==> src/rtl/core/stq_pkg.sv <==
// Shared constants and types of the sorted timer queue.
`timescale 1ns / 1ps

package stq_pkg;

  localparam int DEPTH        = 16;
  localparam int HANDLER_BITS = 16;
  localparam int TIME_BITS    = 48;
  localparam int CNT_BITS     = $clog2(DEPTH + 1);

  typedef enum logic [1:0] {
    OP_PUSH_REPLACE = 2'd0,
    OP_PUSH         = 2'd1,
    OP_ERASE        = 2'd2,
    OP_POP          = 2'd3
  } opcode_e;

  typedef enum logic [2:0] {
    ST_OK        = 3'd0,
    ST_REPLACED  = 3'd1,
    ST_NOT_FOUND = 3'd2,
    ST_EMPTY     = 3'd3,
    ST_FULL      = 3'd4
  } status_e;

  typedef enum logic [1:0] {
    CMD_HOLD   = 2'd0,
    CMD_REMOVE = 2'd1,
    CMD_POP    = 2'd2,
    CMD_INSERT = 2'd3
  } cmd_e;

  typedef struct packed {
    logic [HANDLER_BITS-1:0] handler;
    logic [TIME_BITS-1:0]    expiry;
  } entry_t;

  typedef struct packed {
    cmd_e   cmd;
    entry_t entry;
  } cell_cmd_t;

endpackage

==> src/rtl/core/stq_cell.sv <==
// One slot of the sorted queue: holds an entry and shifts left or right.
`timescale 1ns / 1ps

module stq_cell (
  input  logic              clk_i,
  input  stq_pkg::cell_cmd_t cmd_i,
  input  logic              occupied_i,
  input  logic              found_i,
  input  logic              lt_left_i,
  input  stq_pkg::entry_t   left_i,
  input  stq_pkg::entry_t   right_i,
  output logic              found_o,
  output logic              lt_o,
  output stq_pkg::entry_t   entry_o
);
  import stq_pkg::*;

  entry_t entry_q, entry_d;
  logic   hit;

  always_comb begin
    hit = 1'b0;
    unique case (cmd_i.cmd)
      CMD_REMOVE: hit = occupied_i && !found_i && (entry_q.handler == cmd_i.entry.handler);
      CMD_POP:    hit = occupied_i && !found_i;
      CMD_HOLD,
      CMD_INSERT: hit = 1'b0;
      default:    hit = 1'b0;
    endcase
  end

  // everything at or behind the removed slot moves one place towards the head
  assign found_o = found_i | hit;
  assign lt_o    = occupied_i && (entry_q.expiry < cmd_i.entry.expiry);

  always_comb begin
    entry_d = entry_q;
    unique case (cmd_i.cmd)
      CMD_REMOVE,
      CMD_POP: begin
        if (found_o) entry_d = right_i;
      end
      CMD_INSERT: begin
        if (!lt_o) entry_d = lt_left_i ? cmd_i.entry : left_i;
      end
      CMD_HOLD: entry_d = entry_q;
      default:  entry_d = entry_q;
    endcase
  end

  always_ff @(posedge clk_i) begin
    entry_q <= entry_d;
  end

  assign entry_o = entry_q;

endmodule

==> src/rtl/core/sorted_timer_queue.sv <==
// Sorted timer queue: an input transfer passes the exec and report states before
// output valid; a push with replace that inserts also passes insert (remove pass,
// then insert pass over the cell row). Items are taken only while idle; one item is in
// the cell row while the previous result may wait in the output register.
// The row of cells compares and shifts all slots in parallel, one pass per cycle.
// Reset clears the occupancy and the control state; slot contents are left as they are.
`timescale 1ns / 1ps

module sorted_timer_queue (
  input  logic                             clk_i,
  input  logic                             rst_ni,
  input  logic                             in_valid_i,
  output logic                             in_ready_o,
  input  logic [1:0]                       opcode_i,
  input  logic [stq_pkg::HANDLER_BITS-1:0] handler_id_i,
  input  logic [stq_pkg::TIME_BITS-1:0]    expiry_time_i,
  output logic                             out_valid_o,
  input  logic                             out_ready_i,
  output logic [2:0]                       status_o,
  output logic [stq_pkg::HANDLER_BITS-1:0] out_handler_o,
  output logic [stq_pkg::TIME_BITS-1:0]    out_expiry_o,
  output logic                             earliest_valid_o,
  output logic [stq_pkg::TIME_BITS-1:0]    earliest_time_o,
  output logic [stq_pkg::CNT_BITS-1:0]     occupancy_o
);
  import stq_pkg::*;

  typedef enum logic [1:0] {
    S_IDLE,
    S_EXEC,
    S_INSERT,
    S_REPORT
  } state_e;

  state_e                  state_q;
  opcode_e                 op_q;
  logic [HANDLER_BITS-1:0] handler_q;
  logic [TIME_BITS-1:0]    expiry_q;
  logic [CNT_BITS-1:0]     count_q;
  status_e                 status_q;
  logic [HANDLER_BITS-1:0] pop_handler_q;
  logic [TIME_BITS-1:0]    pop_expiry_q;
  logic                    out_valid_q;
  logic [2:0]              out_status_q;
  logic [HANDLER_BITS-1:0] out_handler_q;
  logic [TIME_BITS-1:0]    out_expiry_q;
  logic                    out_earliest_valid_q;
  logic [TIME_BITS-1:0]    out_earliest_time_q;
  logic [CNT_BITS-1:0]     out_occupancy_q;

  cell_cmd_t          cmd;
  logic [DEPTH:0]     found_chain;
  logic [DEPTH:0]     lt_chain;
  logic [DEPTH-1:0]   occupied;
  entry_t             entries [DEPTH];
  logic               full;
  logic               empty;
  logic               found;

  assign full  = (count_q == CNT_BITS'(DEPTH));
  assign empty = (count_q == '0);
  assign found = found_chain[DEPTH];

  always_comb begin
    cmd.cmd           = CMD_HOLD;
    cmd.entry.handler = handler_q;
    cmd.entry.expiry  = expiry_q;
    unique case (state_q)
      S_EXEC: begin
        unique case (op_q)
          OP_PUSH_REPLACE,
          OP_ERASE: cmd.cmd = CMD_REMOVE;
          OP_PUSH:  if (!full) cmd.cmd = CMD_INSERT;
          OP_POP:   if (!empty) cmd.cmd = CMD_POP;
          default:  cmd.cmd = CMD_HOLD;
        endcase
      end
      S_INSERT: cmd.cmd = CMD_INSERT;
      S_IDLE,
      S_REPORT: cmd.cmd = CMD_HOLD;
      default:  cmd.cmd = CMD_HOLD;
    endcase
  end

  assign found_chain[0] = 1'b0;
  assign lt_chain[0]    = 1'b1;

  for (genvar g = 0; g < DEPTH; g++) begin : g_cell
    entry_t left, right;

    assign occupied[g] = (count_q > CNT_BITS'(g));

    if (g == 0) begin : g_head
      assign left = cmd.entry;
    end else begin : g_mid
      assign left = entries[g-1];
    end

    if (g == DEPTH - 1) begin : g_tail
      assign right = entries[g];
    end else begin : g_body
      assign right = entries[g+1];
    end

    stq_cell u_cell (
      .clk_i      (clk_i),
      .cmd_i      (cmd),
      .occupied_i (occupied[g]),
      .found_i    (found_chain[g]),
      .lt_left_i  (lt_chain[g]),
      .left_i     (left),
      .right_i    (right),
      .found_o    (found_chain[g+1]),
      .lt_o       (lt_chain[g+1]),
      .entry_o    (entries[g])
    );
  end

  always_ff @(posedge clk_i or negedge rst_ni) begin
    if (!rst_ni) begin
      state_q              <= S_IDLE;
      op_q                 <= OP_PUSH_REPLACE;
      handler_q            <= '0;
      expiry_q             <= '0;
      count_q              <= '0;
      status_q             <= ST_OK;
      pop_handler_q        <= '0;
      pop_expiry_q         <= '0;
      out_valid_q          <= 1'b0;
      out_status_q         <= '0;
      out_handler_q        <= '0;
      out_expiry_q         <= '0;
      out_earliest_valid_q <= 1'b0;
      out_earliest_time_q  <= '0;
      out_occupancy_q      <= '0;
    end else begin
      if (out_valid_q && out_ready_i && state_q != S_REPORT) out_valid_q <= 1'b0;
      unique case (state_q)
        S_IDLE: begin
          if (in_valid_i) begin
            op_q      <= opcode_e'(opcode_i);
            handler_q <= handler_id_i;
            expiry_q  <= expiry_time_i;
            state_q   <= S_EXEC;
          end
        end
        S_EXEC: begin
          // capture the head only for a pop that finds an entry
          pop_handler_q <= (op_q == OP_POP && !empty) ? entries[0].handler : '0;
          pop_expiry_q  <= (op_q == OP_POP && !empty) ? entries[0].expiry : '0;
          unique case (op_q)
            OP_PUSH_REPLACE: begin
              if (found) begin
                count_q  <= count_q - CNT_BITS'(1);
                status_q <= ST_REPLACED;
                state_q  <= S_INSERT;
              end else if (full) begin
                status_q <= ST_FULL;
                state_q  <= S_REPORT;
              end else begin
                status_q <= ST_OK;
                state_q  <= S_INSERT;
              end
            end
            OP_PUSH: begin
              if (full) begin
                status_q <= ST_FULL;
              end else begin
                status_q <= ST_OK;
                count_q  <= count_q + CNT_BITS'(1);
              end
              state_q <= S_REPORT;
            end
            OP_ERASE: begin
              if (found) begin
                status_q <= ST_OK;
                count_q  <= count_q - CNT_BITS'(1);
              end else begin
                status_q <= ST_NOT_FOUND;
              end
              state_q <= S_REPORT;
            end
            OP_POP: begin
              if (empty) begin
                status_q <= ST_EMPTY;
              end else begin
                status_q <= ST_OK;
                count_q  <= count_q - CNT_BITS'(1);
              end
              state_q <= S_REPORT;
            end
            default: state_q <= S_REPORT;
          endcase
        end
        S_INSERT: begin
          count_q <= count_q + CNT_BITS'(1);
          state_q <= S_REPORT;
        end
        S_REPORT: begin
          // hold until the output register is free
          if (!out_valid_q || out_ready_i) begin
            out_valid_q          <= 1'b1;
            out_status_q         <= status_q;
            out_handler_q        <= pop_handler_q;
            out_expiry_q         <= pop_expiry_q;
            out_earliest_valid_q <= !empty;
            out_earliest_time_q  <= empty ? '0 : entries[0].expiry;
            out_occupancy_q      <= count_q;
            state_q              <= S_IDLE;
          end
        end
        default: state_q <= S_IDLE;
      endcase
    end
  end

  assign in_ready_o       = (state_q == S_IDLE);
  assign out_valid_o      = out_valid_q;
  assign status_o         = out_status_q;
  assign out_handler_o    = out_handler_q;
  assign out_expiry_o     = out_expiry_q;
  assign earliest_valid_o = out_earliest_valid_q;
  assign earliest_time_o  = out_earliest_time_q;
  assign occupancy_o      = out_occupancy_q;

endmodule
==> config.mk <==
export PLATFORM = sky130hd
export DESIGN_NAME = sorted_timer_queue
export DESIGN_NICKNAME = d
export VERILOG_FILES = /design/src/rtl/core/stq_pkg.sv /design/src/rtl/core/stq_cell.sv /design/src/rtl/core/sorted_timer_queue.sv
export SDC_FILE = /design/constraint.sdc
export NUM_CORES = 2
export LEC_CHECK = 0
export ABC_AREA = 1
export BUFFER_PORTS_ARGS = -buffer_cell sky130_fd_sc_hd__buf_2
export CORE_MARGIN = 1.5
export CORE_UTILIZATION = 33
export CTS_CLUSTER_DIAMETER = 40
export DETAILED_ROUTE_END_ITERATION = 16
export GPL_TIMING_DRIVEN = 0
export PLACE_DENSITY_LB_ADDON = 0.1
export SYNTH_ARGS = -nofsm -noshare
export SYNTH_HDL_FRONTEND = slang
export SYNTH_SLANG_ARGS = --single-unit
==> constraint.sdc <==
create_clock -name clk_i -period 5.9 [get_ports clk_i]
set_input_delay 0.885 -clock clk_i [delete_from_list [all_inputs] [get_ports clk_i]]
set_output_delay 0.885 -clock clk_i [all_outputs]
set_load 0.01 [all_outputs]
==> impl_metrics.yaml <==
status:
  status: "finished clean"
synthesis:
  synth_cells: 11310
  synth_seq_cells: 1286
  synthAdderAreaFrac: 0.1084
  synth-edff-count: 1024
  synth_nets: 12150
  synth_top_family_by_area: "simple AND/OR/NAND/NOR gates"
  avgSynthCellArea_um2: 7.829
  seq_area_frac_synth: 0.4212
  ys_warn_count: 0
  yosys-top-cells-area: "edfxtp_1 (35%), nand2_1 (16%), ha_1 (11%)"
  synth_area_um2: 88560
  synth-xor-area-share: 0.01413
  synth-main-ff-cell: "edfxtp_1"
  yosys.cell_types.count: 51
  synth_top_area_cell: "edfxtp_1"
  synth_mux_area_frac: 0.0002543
  synth_compound_area_frac: 0.07628
  async_reset_ff_frac: 0.2037
  yosys.area_share.simple: 0.2896
  synth_most_common_cell: "nand2_1"
  netlist.area_leader.share: 0.3472
  synth_common_cells: "nand2_1 (3704), inv_1 (1127), edfxtp_1 (1024), nand3_1 (929), nand4_1 (805)"
place:
  gp_congestion: 0.9698
  dp_hpwl_mm: 329.8
  port_buffers: 192
global_routing:
  grt_max_degree: 102
  grt_pass1_vias: 83510
  grt_usage: 0.3041
  antenna_found_initial: 38
  grt_pass1_wl_mm: 597.3
  gr-total-overflow: 0
sta:
  clock.fmax_mhz: 169.7
  min_period_ps: 5892
  finClkSkew_ps: 103.2
  finalHoldViolCount: 0
  finalCritPeriodShare: 0.9987
  hold_slack_ps: 43.74
  slew_viol_final: 0
  worst_pin_slew_ps: 1445
  slew_headroom: 0.03647
  finalSetupViolCount: 0
route:
  drt-initial-drc-count: 9205
  drc: 0
  vias: 85740
  wire_per_inst_um: 26.92
  final_antenna_net_count: 0
  wl_mm: 423.6
  drt_first_pass_iters: 8
  viasPerCell: 5.449
floorplan:
  start_util: 0.3311
  core_area_um2: 267400
  io_pins: 193
  dieArea_um2: 271500
  die_x_um: 521.0
  rows: 190
  die_h_um: 521.0
worst_setup_path:
  slowest_stage: "nor4_1"
  end_kind: "register"
  rr_worst_depth: 12
  rrSetupSlack_ps: 8
  slowest_delay_ps: 820
  worstPathRequired_ps: 6380
  criticalPathCategory: "register to register"
  crit_chain: "inv_1, clkbuf_2, buf_12, ha_1, nand2_1, nor4_1, nand3_1, a21o_1, nand3_1, clkbuf_1, o21a_4, buf_12"
  startpoint_type: "register"
  cp_top_family: "buffers and inverters"
  worstPathMaxFanout: 33
  arrival_ps: 6370
  cp.buffers_inverters: 5
  worst-path-stages: 12
flow_run:
  maxCapViolations: 0
clock_network:
  clock-sinks: 1286
  clk_pin_slew_ps: 50
  clk_latency_ps: 900
  cts_root_buffer: "clkbuf_16"
  clk_path_buf_depth: 4
  cts_tree: "done"
  htreeDepth: 5
  cts_made_buffers: 320
layout:
  layout-drive-gt1-share: 0.1009
  area_growth_pct: 20.43
  final_nets: 12740
min_path:
  hold_path_class: "primary input to async pin"
## worst register-to-register path: cells and delay by family (launching register included)
kind	cells	cell delay (ps)
buffers and inverters	5	2100
AOI/OAI and AO/OA	2	1050
adders and majority gates	1	230
and+or+nand+nor	4	1550
DFF	1	480
## layout by cell type (no fill, tap or decap), drive strengths merged, types with 15 or more instances in the layout
| master | netlist | routed |
|---|---|---|
| a21o | 15 | 15 |
| a21oi | 526 | 526 |
| buf | 379 | 639 |
| bufinv | 0 | 29 |
| clkbuf | 392 | 780 |
| clkinv | 1 | 102 |
| clkinvlp | 0 | 28 |
| dfrtp | 262 | 262 |
| diode | 0 | 19 |
| edfxtp | 1024 | 1024 |
| ha | 767 | 767 |
| inv | 1142 | 1182 |
| nand2 | 3711 | 3711 |
| nand3 | 931 | 931 |
| nand4 | 806 | 806 |
| nor2 | 402 | 403 |
| nor3 | 32 | 32 |
| nor4 | 30 | 30 |
| o211ai | 31 | 31 |
| o21a | 15 | 15 |
| o21ai | 589 | 589 |
| o22ai | 63 | 63 |
| o31ai | 15 | 15 |
| xnor2 | 19 | 19 |
| xor2 | 123 | 123 |
## logic make-up (layout without fill, tap and decap cells)
| group | count (synthesis) | count (layout) |
|---|---|---|
| adder cells (fa/ha/maj) | 767 | 767 |
| AO/OA/AOI/OAI | 1282 | 1282 |
| other | 0 | 19 |
| buffers and inverters | 1914 | 2766 |
| flip-flops | 1286 | 1286 |
| multiplexers | 2 | 2 |
| AND/OR/NAND/NOR | 5919 | 5920 |
| XOR/XNOR | 142 | 142 |
## flip-flops by register name (all words and copies together) (netlist names), 5 cells and up
signal,flops
out_expiry_o,48
earliest_time_o,48
count_q,5
pop_expiry_q,48
pop_handler_q,16
occupancy_o,5
out_handler_o,16
g_cell.u_cell.entry_o,1024
expiry_q,48
handler_q,16
## layout make-up
cell class / count / area (um2)
fill: 27830 / 160800
buffer: 769 / 3909
clock buffer: 388 / 8762
inverter: 1143 / 4298
tap: 3552 / 4444
timing repair buffer: 268 / 2292
clock inverter: 198 / 2130
multi-input combinational: 8113 / 43470
antenna: 19 / 47.55
sequential: 1286 / 37310
## repair_timing
item / CTS / global route
gates resized for setup: 53 / 18
endpoints found under the setup margin: 1966 / 572
pin swaps: 4 / 0
gates cloned: 1 / 0
hold buffers: 0 / 0
buffers inserted: 12 / 8
## metrics by stage
| step | std cells | instance area (um2) | setup WS (ps) | util | TNS, ps |
|---|---|---|---|---|---|
| final | 15740 | 106700 | 7.654 | 0.3988 | 0 |
| after detailed placement | 15110 | 95360 | -1836 | 0.3566 | -1580160 |
| after CTS | 15710 | 106500 | 2.030 | 0.3983 | 0 |
| after global placement | 15060 | 93980 | -6341 | 0.3514 | -6285790 |
| after floorplan | 11310 | 88580 | 6.033 | - | 0 |
| after global routing | 15720 | 106600 | -8.055 | 0.3987 | -8.055 |
## worst paths after layout
| check | endpoint | start |
|---|---|---|
| setup reg to reg | g_cell[4].u_cell.entry_o[31] | expiry_q[23] |
| min in group clk_i | expiry_q[24] | expiry_time_i[24] |
| hold / removal | out_expiry_o[19] | rst_ni |
| hold reg to reg | out_expiry_o[3] | out_expiry_o[3] |
| max in group asynchronous | handler_q[1] | rst_ni |
| setup / recovery | g_cell[4].u_cell.entry_o[31] | expiry_q[23] |
## layer usage
layer / vias up / track usage / share of wire
met5: - / 0 / 0.00016
met4: 10 / 0.1335 / 0.047
met3: 764 / 0.06135 / 0.084
met2: 3697 / 0.4720 / 0.44
met1: 41620 / 0.4082 / 0.43
li1: 39650 / - / -
Power is left out: the tool's default activity adds up to more than one toggle a clock period on the data nets, which glitch-free logic cannot reach.
